## src/hdl/ofsw_pkg.sv

```systemverilog
// Shared types and constants of the oscillator frequency to serial word unit.
package ofsw_pkg;

    localparam int WORD_W = 16;
    localparam int OCT_W = 4;
    localparam int DAC_W = 10;
    localparam int CNF_W = 2;
    localparam int QUO_W = 12;
    localparam int NUM_W = 38;
    localparam int OCT_MAX = 15;

    localparam logic [31:0] OCT_BASE_HZ = 32'd1039;
    localparam logic [11:0] DAC_NUM = 12'd2078;
    localparam logic [QUO_W-1:0] DAC_OFFSET = 12'd2048;
    localparam logic [QUO_W-1:0] DAC_MAX = 12'd1023;

    typedef struct packed {
        logic              valid;
        logic [WORD_W-1:0] word;
    } word_beat_t;

endpackage

```

## src/hdl/ofsw_front.sv

```systemverilog
// Front end: takes a frequency, finds the octave and runs the DAC division to build the word.
module ofsw_front
    import ofsw_pkg::*;
#(
    parameter int FREQ_WIDTH = 26
)
(
    input  logic                  clk,
    input  logic                  rst_n,
    input  logic                  push,
    output logic                  full,
    input  logic [FREQ_WIDTH-1:0] freq_hz,
    input  logic [CNF_W-1:0]      cnf_bits,
    output word_beat_t            beat_out,
    input  logic                  beat_full
);

    localparam int W = (FREQ_WIDTH + QUO_W > NUM_W) ? FREQ_WIDTH + QUO_W : NUM_W;

    typedef enum logic [1:0] {S_IDLE, S_DIV, S_DONE} state_t;

    state_t           state_reg, state_next;
    logic             low_reg, low_next;
    logic [OCT_W-1:0] oct_reg, oct_next;
    logic [W-1:0]     rem_reg, rem_next;
    logic [W-1:0]     d_reg, d_next;
    logic [QUO_W-1:0] q_reg, q_next;
    logic [3:0]       cnt_reg, cnt_next;

    logic [31:0]      f_ext;
    logic [OCT_W-1:0] oct_calc;
    logic [W-1:0]     num_start;
    logic             ge;
    logic [W-1:0]     rem_sub;
    logic [QUO_W-1:0] diff;
    logic [DAC_W-1:0] dac;

    // The octave is the number of doublings of the base frequency that still fit in f.
    always_comb
    begin
        f_ext = 32'(freq_hz);
        oct_calc = '0;
        for (int k = 1; k <= OCT_MAX; k++)
        begin
            if (f_ext >= (OCT_BASE_HZ << k))
            begin
                oct_calc = oct_calc + 4'd1;
            end
        end
    end

    // Ceiling division is done as a floor division of num + f - 1.
    assign num_start = (W'(DAC_NUM) << (oct_calc + 5'd10)) + W'(freq_hz) - W'(1);

    assign ge = (rem_reg >= d_reg);
    assign rem_sub = rem_reg - d_reg;

    always_comb
    begin
        diff = DAC_OFFSET - q_reg;
        if (low_reg || (q_reg >= DAC_OFFSET))
        begin
            dac = '0;
        end
        else if (diff > DAC_MAX)
        begin
            dac = DAC_MAX[DAC_W-1:0];
        end
        else
        begin
            dac = diff[DAC_W-1:0];
        end
    end

    assign beat_out.valid = (state_reg == S_DONE);
    assign beat_out.word = {(low_reg ? 4'd0 : oct_reg), dac, cnf_bits};
    assign full = (state_reg != S_IDLE);

    always_comb
    begin
        state_next = state_reg;
        low_next = low_reg;
        oct_next = oct_reg;
        rem_next = rem_reg;
        d_next = d_reg;
        q_next = q_reg;
        cnt_next = cnt_reg;
        case (state_reg)
            S_IDLE:
            begin
                if (push)
                begin
                    low_next = (f_ext < OCT_BASE_HZ);
                    oct_next = oct_calc;
                    rem_next = num_start;
                    d_next = W'(freq_hz) << (QUO_W - 1);
                    q_next = '0;
                    cnt_next = 4'(QUO_W - 1);
                    state_next = S_DIV;
                end
            end
            S_DIV:
            begin
                // One restoring division step per cycle, quotient bit by bit from the top.
                rem_next = ge ? rem_sub : rem_reg;
                q_next = {q_reg[QUO_W-2:0], ge};
                d_next = d_reg >> 1;
                cnt_next = cnt_reg - 4'd1;
                if (cnt_reg == 4'd0)
                begin
                    state_next = S_DONE;
                end
            end
            S_DONE:
            begin
                if (!beat_full)
                begin
                    state_next = S_IDLE;
                end
            end
            default:
            begin
                state_next = S_IDLE;
            end
        endcase
    end

    always_ff @(posedge clk or negedge rst_n)
    begin
        if (!rst_n)
        begin
            state_reg <= S_IDLE;
            low_reg <= 1'b0;
            oct_reg <= '0;
            rem_reg <= '0;
            d_reg <= '0;
            q_reg <= '0;
            cnt_reg <= '0;
        end
        else
        begin
            state_reg <= state_next;
            low_reg <= low_next;
            oct_reg <= oct_next;
            rem_reg <= rem_next;
            d_reg <= d_next;
            q_reg <= q_next;
            cnt_reg <= cnt_next;
        end
    end

`ifndef SYNTHESIS
    // With f at or above the octave base, the rounded-up quotient never passes 2048.
    a_quotient_bound: assert property (@(posedge clk) disable iff (!rst_n)
        (state_reg == S_DONE && !low_reg) |-> (q_reg <= DAC_OFFSET))
        else $error("DAC quotient out of range");
`endif

endmodule

```

## src/hdl/ofsw_fifo.sv

```systemverilog
// Two-entry queue of packed words between the front and back ends.
module ofsw_fifo
    import ofsw_pkg::*;
(
    input  logic       clk,
    input  logic       rst_n,
    input  word_beat_t in_beat,
    output logic       full,
    output word_beat_t out_beat,
    input  logic       pop
);

    logic [WORD_W-1:0] entry_reg [2];
    logic              wr_ptr_reg, wr_ptr_next;
    logic              rd_ptr_reg, rd_ptr_next;
    logic [1:0]        count_reg, count_next;
    logic              do_wr;
    logic              do_rd;

    assign full = (count_reg == 2'd2);
    assign out_beat.valid = (count_reg != 2'd0);
    assign out_beat.word = entry_reg[rd_ptr_reg];

    assign do_wr = in_beat.valid && !full;
    assign do_rd = pop && out_beat.valid;

    always_comb
    begin
        wr_ptr_next = do_wr ? !wr_ptr_reg : wr_ptr_reg;
        rd_ptr_next = do_rd ? !rd_ptr_reg : rd_ptr_reg;
        count_next = count_reg + 2'(do_wr) - 2'(do_rd);
    end

    always_ff @(posedge clk)
    begin
        if (do_wr)
        begin
            entry_reg[wr_ptr_reg] <= in_beat.word;
        end
    end

    always_ff @(posedge clk or negedge rst_n)
    begin
        if (!rst_n)
        begin
            wr_ptr_reg <= 1'b0;
            rd_ptr_reg <= 1'b0;
            count_reg <= '0;
        end
        else
        begin
            wr_ptr_reg <= wr_ptr_next;
            rd_ptr_reg <= rd_ptr_next;
            count_reg <= count_next;
        end
    end

`ifndef SYNTHESIS
    // The fill count and the pointers must agree: equal pointers mean empty or full.
    a_fifo_ptrs: assert property (@(posedge clk) disable iff (!rst_n)
        (count_reg == 2'd1) == (wr_ptr_reg != rd_ptr_reg))
        else $error("queue pointers disagree with fill count");
`endif

endmodule

```

## src/hdl/ofsw_back.sv

```systemverilog
// Back end: shifts each packed word out one bit per beat, most significant bit first.
module ofsw_back
    import ofsw_pkg::*;
(
    input  logic              clk,
    input  logic              rst_n,
    input  word_beat_t        q_beat,
    output logic              q_pop,
    output logic              empty,
    input  logic              pop,
    output logic              serial_bit,
    output logic [3:0]        bit_index,
    output logic [WORD_W-1:0] control_word,
    output logic              last_bit
);

    logic              busy_reg, busy_next;
    logic [3:0]        idx_reg, idx_next;
    logic [WORD_W-1:0] word_reg, word_next;
    logic              done_word;

    assign empty = !busy_reg;
    assign serial_bit = word_reg[idx_reg];
    assign bit_index = idx_reg;
    assign control_word = word_reg;
    assign last_bit = (idx_reg == 4'd0);

    // The next word is loaded in the same cycle that the last bit of the current one leaves.
    assign done_word = !busy_reg || (pop && idx_reg == 4'd0);
    assign q_pop = q_beat.valid && done_word;

    always_comb
    begin
        busy_next = busy_reg;
        idx_next = idx_reg;
        word_next = word_reg;
        if (done_word)
        begin
            busy_next = q_beat.valid;
            if (q_beat.valid)
            begin
                word_next = q_beat.word;
                idx_next = 4'(WORD_W - 1);
            end
        end
        else if (pop)
        begin
            idx_next = idx_reg - 4'd1;
        end
    end

    always_ff @(posedge clk or negedge rst_n)
    begin
        if (!rst_n)
        begin
            busy_reg <= 1'b0;
            idx_reg <= '0;
        end
        else
        begin
            busy_reg <= busy_next;
            idx_reg <= idx_next;
        end
    end

    always_ff @(posedge clk)
    begin
        word_reg <= word_next;
    end

`ifndef SYNTHESIS
    a_hold_on_stall: assert property (@(posedge clk) disable iff (!rst_n)
        (busy_reg && !pop) |=> (busy_reg && $stable(idx_reg) && $stable(word_reg)))
        else $error("result changed while stalled");

    a_bit_order: assert property (@(posedge clk) disable iff (!rst_n)
        (busy_reg && pop && idx_reg != 4'd0) |=> (idx_reg == $past(idx_reg) - 4'd1))
        else $error("bit index skipped");

    a_new_word_start: assert property (@(posedge clk) disable iff (!rst_n)
        q_pop |=> (busy_reg && idx_reg == 4'(WORD_W - 1)))
        else $error("word not started at its top bit");
`endif

endmodule

```

## src/hdl/oscillator_freq_to_serial_word_unit.sv

```systemverilog
// Top level of the oscillator frequency to serial word unit.
// Each frequency in hertz becomes a 16-bit word {octave[3:0], dac[9:0], cnf_bits[1:0]}
// that is delivered as 16 result beats, bit 15 first, one bit per cycle when pop is held.
// The octave is the largest n in 0..15 with 1039*2^n <= f, and the DAC value is
// 2048 - ceil(2078*2^(10+n)/f) clamped to 0..1023; frequencies below 1039 Hz give zeros.
// The front end runs each frequency through its 12-step restoring divider and takes no
// new one until its word enters the two-word queue, which separates the divider from the
// serializer; at full rate the intake is limited by the one-bit-per-cycle output.
// cnf_bits is written through the cfg channel, by the user only while no word is in flight;
// the block does not enforce this. It resets to 0.
module oscillator_freq_to_serial_word_unit
    import ofsw_pkg::*;
#(
    parameter int FREQ_WIDTH = 26
)
(
    input  logic                  clk,
    input  logic                  rst_n,
    input  logic                  push,
    output logic                  full,
    input  logic [FREQ_WIDTH-1:0] freq_hz,
    output logic                  empty,
    input  logic                  pop,
    output logic                  serial_bit,
    output logic [3:0]            bit_index,
    output logic [WORD_W-1:0]     control_word,
    output logic                  last_bit,
    input  logic                  cfg_valid,
    output logic                  cfg_ready,
    input  logic [CNF_W-1:0]      cfg_data
);

    logic [CNF_W-1:0] cnf_reg;
    word_beat_t       front_beat;
    word_beat_t       queue_beat;
    logic             queue_full;
    logic             queue_pop;

    assign cfg_ready = 1'b1;

    always_ff @(posedge clk or negedge rst_n)
    begin
        if (!rst_n)
        begin
            cnf_reg <= '0;
        end
        else if (cfg_valid && cfg_ready)
        begin
            cnf_reg <= cfg_data;
        end
    end

    ofsw_front #(
        .FREQ_WIDTH (FREQ_WIDTH)
    ) u_front (
        .clk       (clk),
        .rst_n     (rst_n),
        .push      (push),
        .full      (full),
        .freq_hz   (freq_hz),
        .cnf_bits  (cnf_reg),
        .beat_out  (front_beat),
        .beat_full (queue_full)
    );

    ofsw_fifo u_fifo (
        .clk      (clk),
        .rst_n    (rst_n),
        .in_beat  (front_beat),
        .full     (queue_full),
        .out_beat (queue_beat),
        .pop      (queue_pop)
    );

    ofsw_back u_back (
        .clk          (clk),
        .rst_n        (rst_n),
        .q_beat       (queue_beat),
        .q_pop        (queue_pop),
        .empty        (empty),
        .pop          (pop),
        .serial_bit   (serial_bit),
        .bit_index    (bit_index),
        .control_word (control_word),
        .last_bit     (last_bit)
    );

endmodule
```

## config.mk

```make
export PLATFORM = sky130hd
export DESIGN_NAME = oscillator_freq_to_serial_word_unit
export DESIGN_NICKNAME = d
export VERILOG_FILES = /design/src/hdl/ofsw_pkg.sv /design/src/hdl/ofsw_front.sv /design/src/hdl/ofsw_fifo.sv /design/src/hdl/ofsw_back.sv /design/src/hdl/oscillator_freq_to_serial_word_unit.sv
export SDC_FILE = /design/constraint.sdc
export NUM_CORES = 1
export LEC_CHECK = 0
export ABC_AREA = 1
export CAP_MARGIN = 0
export CELL_PAD_IN_SITES_DETAIL_PLACEMENT = 0
export CELL_PAD_IN_SITES_GLOBAL_PLACEMENT = 1
export CORE_UTILIZATION = 25
export CTS_CLUSTER_DIAMETER = 100
export DETAILED_ROUTE_END_ITERATION = 8
export DONT_BUFFER_PORTS = 1
export GPL_ROUTABILITY_DRIVEN = 0
export PLACE_DENSITY = 0.58
export SYNTH_ARGS = -nofsm -noshare
export SYNTH_HDL_FRONTEND = slang
export SYNTH_SLANG_ARGS = --single-unit
```

## constraint.sdc

```tcl
create_clock -name clk -period 5.7 [get_ports clk]
set_input_delay 1.14 -clock clk [delete_from_list [all_inputs] [get_ports clk]]
set_output_delay 1.14 -clock clk [all_outputs]
set_load 0.005 [all_outputs]
```

# Yosys cells after proc, flatten, opt, wreduce, memory -nomap -nowiden
# Memory sizes are Yosys's and may differ from the RTL's. A register that Yosys moved wholly into a read port is not among the register bits.
# Index checks and enable logic that the tools add are counted.
# op_classes
addsub	23
n_lt_le_gt_ge	20
eq_ne	8
shifts	1
n_mux	38
n_reduce_logical	23
# ops
op	count
38-bit one-hot mux with 2 select lines	2
38-bit two-way mux	3
4-bit two-way mux	19
4-bit by 1-bit adder with 4-bit output, second input constant	13
38-bit by 26-bit adder with 38-bit output	1
38-bit greater-or-equal comparator	1
12-bit by 5-bit << shifter with 38-bit output, first input constant	1
38-bit by 1-bit subtractor with 38-bit output, second input constant	1
38-bit subtractor	1
26-bit by 12-bit greater-or-equal comparator with 1-bit output, second input constant	1
26-bit by 13-bit greater-or-equal comparator with 1-bit output, second input constant	1
26-bit by 14-bit greater-or-equal comparator with 1-bit output, second input constant	1
26-bit by 15-bit greater-or-equal comparator with 1-bit output, second input constant	1
26-bit by 16-bit greater-or-equal comparator with 1-bit output, second input constant	1
26-bit by 17-bit greater-or-equal comparator with 1-bit output, second input constant	1
26-bit by 18-bit greater-or-equal comparator with 1-bit output, second input constant	1
26-bit by 19-bit greater-or-equal comparator with 1-bit output, second input constant	1
26-bit by 20-bit greater-or-equal comparator with 1-bit output, second input constant	1
26-bit by 21-bit greater-or-equal comparator with 1-bit output, second input constant	1
26-bit by 22-bit greater-or-equal comparator with 1-bit output, second input constant	1
26-bit by 23-bit greater-or-equal comparator with 1-bit output, second input constant	1
26-bit by 24-bit greater-or-equal comparator with 1-bit output, second input constant	1
26-bit by 25-bit greater-or-equal comparator with 1-bit output, second input constant	1
26-bit greater-or-equal comparator, second input constant	1
other kinds (30)	56
# word_totals
register_bits	110
ram_bits	32
input_bits	33
output_inout_bits	25
elab_cells	127
n_memories	1
# memory_table
memory	depth	width	read_ports	rd_ports_with_merged_regs	write_ports	line	text
u_fifo.entry_reg	2	16	1	1	1	ofsw_fifo.sv:13	logic [WORD_W-1:0] entry_reg [2];

# Longest topological paths before layout
# logic_depth
depth_word	36
ltp_mapped	86
ltp_nobuf	84

# Cells and area by module
# Synthesis repeated with hierarchy kept, for this count alone.
# hier_totals
cells_unflattened	1855
area_unflattened_um2	13177.6
# modules_own_cells
module	instances	cells_each	area_each_um2	seq_area_each_um2
ofsw_front	1	1624	10659.0	2452.4
ofsw_fifo	1	116	1431.4	1061.0
ofsw_back	1	104	999.7	605.6
oscillator_freq_to_serial_word_unit	1	11	87.6	50.0

# Worst setup path after synthesis
# No wires, ideal clock.
# synth_path
path_kind	input to register
startpoint	input port freq_hz[14]
endpoint	register u_front.rem_reg[37]
setup_time_ns	0.121
arrival_time_ns	12.268
required_ns	5.579
slack_ns	-6.689
path_stages	77
n_path_buf	2
cell_sequence	buf_6 nor2_2 nand2_1 nor3_1 inv_1 nor3_1 ha_1 inv_1 nand3_1 nand2_2 inv_1 ha_1 nand2_1 nand2_1 ha_1 or2_1 nand2_1 nand2_1 [... 41 more ...] a21oi_1 o21ai_0 a21oi_1 o21ai_0 inv_1 o21ai_0 a21oi_1 inv_1 a21oi_1 o21ai_0 a31oi_1 o21ai_0 a21boi_0 o21ai_0 a21boi_0 nand4_1 nand3_1 a21oi_1
# synth_between
elab_chain_cells	36
word_cells_on_any_way	50
classes_between	add/sub: 17; order compare: 15; shift: 1; mux: 17
# synth_rtl
element	line	text
from (decl)	oscillator_freq_to_serial_word_unit.sv:21	input logic [FREQ_WIDTH-1:0] freq_hz,
26-bit by 12-bit greater-or-equal comparator with 1-bit output	ofsw_front.sv:45	if (f_ext >= (OCT_BASE_HZ << k))
1-bit two-way mux	ofsw_front.sv:45	
1-bit by 1-bit adder with 2-bit output	ofsw_front.sv:47	oct_calc = oct_calc + 4'd1;
4-bit two-way mux	ofsw_front.sv:45	
4-bit by 1-bit adder with 4-bit output	ofsw_front.sv:47	
4-bit two-way mux	ofsw_front.sv:45	
4-bit by 1-bit adder with 4-bit output	ofsw_front.sv:47	
4-bit two-way mux	ofsw_front.sv:45	
[... 21 more ...]	--	
4-bit two-way mux (*)	ofsw_front.sv:45	
via u_front.oct_calc[1]	ofsw_front.sv:31	logic [OCT_W-1:0] oct_calc;
4-bit by 4-bit adder with 5-bit output (*)	ofsw_front.sv:53	assign num_start = (W'(DAC_NUM) << (oct_calc + 5'd10)) + W'(freq_hz) - W'(1);
12-bit by 5-bit << shifter with 38-bit output (*)	ofsw_front.sv:53	
38-bit by 26-bit adder with 38-bit output (*)	ofsw_front.sv:53	
38-bit by 1-bit subtractor with 38-bit output (*)	ofsw_front.sv:53	
38-bit two-way mux (*)	ofsw_front.sv:91	if (push)
38-bit one-hot mux with 2 select lines (*)	ofsw_front.sv:88	case (state_reg)
to (signal assigned)	ofsw_front.sv:145	rem_reg <= rem_next;
to (decl)	ofsw_front.sv:25	logic [W-1:0] rem_reg, rem_next;
# The timed path passes the listed nets; every way through them passes the cells marked *. The select of a mux whose other input is x is not followed.
# A chain may end at the register's enable or synchronous reset.

# Worst setup path after layout
# layout_path
startpoint	input port freq_hz[16]
endpoint	register u_front.rem_reg[34]
# The elaborated chain is that of the path after synthesis.

==> flow_metrics.py <==
metrics = {
    "worst_setup_path": {
        "arrival_ns": 11.01,
        "critPathCaptureType": "flop",
        "required_ns": 6.08,
        "critPathLaunchType": "primary input",
        "slowest_stage": "ha_1",
        "critical_path_class": "in2reg",
        "cpMostUsedCell": "nand2_2",
        "critPathMaxFanout": 6,
        "critPathMaxStageDelay_ns": 0.31,
    },
    "drt": {
        "drtAntennaViolNets": 0,
        "remaining_drc_errors": 0,
        "vias": 13445,
        "dr.pass1.iters": 5,
        "drtIter0Drc": 615,
        "drt-wirelength-per-cell_um": 15.4,
        "wl_mm": 44.8,
        "via_per_inst": 4.62,
    },
    "clock_tree": {
        "clock-sinks": 157,
        "root_buffer": "clkbuf_16",
        "cts_tree": "done",
        "clock_path_buffers": 2,
        "cts_hold_buf": 0,
        "clk_latency_ns": 0.46,
        "htreeDepth": 4,
        "clkTransAtPathRegs_ns": 0.08,
        "cts_buffers": 17,
    },
    "grt": {
        "grt.overflow.total": 0,
        "antenna_found_initial": 0,
        "grt_start_max_net_pins": 110,
        "grt_pass1_wl_mm": 70.9,
        "grt_pass1_vias": 13386,
        "grt_usage": 0.168,
    },
    "sta": {
        "rsz0062_at_grt": "yes",
        "max_clock_freq_mhz": 94.0,
        "final.min_clock_period_ns": 10.63,
        "relSlewSlack": 0.304,
        "setup_ws_ns": -4.93,
        "worstMarginPinSlew_ns": 1.03,
        "period_share": 1.87,
        "drv_slew": 0,
        "setup_violations": 40,
        "skew_ns": 0.0127,
        "hold_violations": 0,
        "setup_tns_ns": -156.40,
    },
    "logic_synthesis": {
        "ys_seq_elements": 157,
        "yosysTopAreaCell": "dfrtp_1",
        "synthArstFlopShare": 0.694,
        "synth_nets": 2012,
        "synthCells": 1856,
        "synth_warnings": 0,
        "seq_area_frac_synth": 0.316,
        "synth.distinct_cells": 56,
        "syn_area_um2": 13200,
        "synth_edf_count": 48,
        "yosys-top-cells-area": "dfrtp_1, ha_1, nand2_1, edfxtp_1, inv_1",
        "synth_ff_type": "dfrtp_1",
        "syn_avg_cell_area_um2": 7.11,
        "synth_top_area_frac": 0.207,
    },
    "floorplanning": {
        "io_pins": 58,
        "row_count": 83,
        "die_x_um": 232,
        "core_area_um2": 51700,
        "dieArea_um2": 53700,
        "initial_core_util": 0.255,
        "die_y_um": 232,
    },
    "pwr": {
        "vdd_drop_max_mv": 0.341,
        "power.density_nw_per_um2": 619,
        "p_leak_uw": 0.00914,
        "total_power_uw": 11800,
    },
    "layout": {
        "register_area_um2": 4170,
        "n_antenna_cell": 0,
        "layout_common_cells": "buf_4, nand2_1, inv_1, nor2_1, dfrtp_1",
        "multiInputGateArea_um2": 9230,
        "synthToLayoutAreaGrowth_pct": 45.2,
        "finalNetCount": 2374,
        "drive_gt1_frac": 0.337,
        "fill_cells": 5433,
        "layout_commonest_cell": "buf_4",
        "largest_reg_flops": 38,
        "final_core_util": 0.370,
    },
    "hold_path": {
        "hp-class": "in2async",
    },
    "place": {
        "io_buffer_count": 0,
        "hpwl_mm": 34.3,
    },
    "flow_run": {
        "maxCapViolCount": 0,
    },
    "status": {
        "violations": "setup timing",
        "status": "complete, but fails checks",
    },
}
==> layer usage <==
| metal | part of all wire | up-vias | track usage | routed length [um] |
|---|---|---|---|---|
| li1 | - | 6925 | - | - |
| met1 | 0.49 | 6316 | 0.226 | 21800 |
| met2 | 0.46 | 170 | 0.276 | 20600 |
| met3 | 0.033 | 34 | 0.0259 | 1490 |
| met4 | 0.022 | 0 | 0.0532 | 966 |
| met5 | 0 | - | 0 | 0 |
==> critical path: cells and delay by family <==
kind,cells,cell delay [ns]
compound gates,17,2.37
buf+inv,11,0.74
simple gates,39,3.71
xor+xnor,1,0.14
fa+ha+maj,11,2.91
==> where the power goes <==
part	internal (uW)	leakage, uW	total, uW	switching [uW]
combinational	3950	0.00712	8690	4740
clock	714	0.000312	1260	549
sequential	1660	0.00171	1890	236
total	6320	0.00914	11800	5530
==> logic make-up (layout without fill, tap and decap cells) <==
logic type               count (synthesis)  in the layout  synth area share
adder cells (fa/ha/maj)                123            123             0.118
multiplexers                             4              4           0.00341
buffers and inverters                  354            729             0.104
other                                    1              1          0.000284
AND/OR/NAND/NOR                        767            767             0.252
XOR/XNOR                                44             44            0.0292
flip-flops                             157            157             0.316
AO/OA/AOI/OAI                          406            406             0.177
==> final cells by class <==
type                    count  area share
clock buffers              19      0.0248
clock inverters            13     0.00856
inverters                 308      0.0613
multi-input cells        1345       0.482
flip-flops and latches    157       0.218
well taps                 680      0.0444
repair buffers            389       0.161
==> final timing paths <==
kind	from	end	slack, ns	cells after the start
setup / recovery	freq_hz[16]	u_front.rem_reg[34]$_DFFE_PN0P_	-4.93	79
hold / removal	rst_n	u_front.d_reg[5]$_DFFE_PN0P_	0.36	0
setup reg to reg	u_front.d_reg[0]$_DFFE_PN0P_	u_front.rem_reg[1]$_DFFE_PN0P_	0.89	26
hold reg to reg	cnf_reg[0]$_DFFE_PN0P_	u_fifo.entry_reg[1][0]$_DFFE_PP_	0.48	0
max in group asynchronous	rst_n	u_front.rem_reg[34]$_DFFE_PN0P_	5.17	0
min in group clk	cnf_reg[0]$_DFFE_PN0P_	u_fifo.entry_reg[1][0]$_DFFE_PP_	0.48	0
==> synth_stat cells, types with 5 or more instances <==
cell type  count
buf_2          7
nor2_2         8
dfrtp_1      109
o211ai_1       9
a221oi_1      24
edfxtp_1      48
buf_1          8
nand2_1      398
a31oi_1       48
xor2_1        25
o21ai_0      115
inv_1        282
nor4_1         5
ha_1         121
nand2_2       22
clkbuf_1      25
xnor2_1       19
nand4_1       16
nor2_1       160
nand3_2        9
nand3_1       80
o21a_1         6
nor3_1        40
inv_2         21
or2_2         11
a21oi_1      136
o21ai_1       15
o22ai_1       28
==> through the flow <==
stage	hold WS [ns]	std cells	instance area, um2	setup slack [ns]
floorplan	0.438	1856	13500	-5.63
global placement	0.455	2814	16600	-6.15
detailed placement	0.464	2814	16600	-6.41
CTS	0.341	2896	18400	-4.95
global route	0.338	2911	19100	-5.56
finish	0.364	2911	19100	-4.93
==> repair_timing <==
item | CTS | global route
setup buffers | 60 | 32
endpoints found under the setup margin | 40 | 41
pin swaps | 132 | 124
gates resized for setup | 189 | 150
cloned | 1 | 0
(Power assumes the default switching activity.)
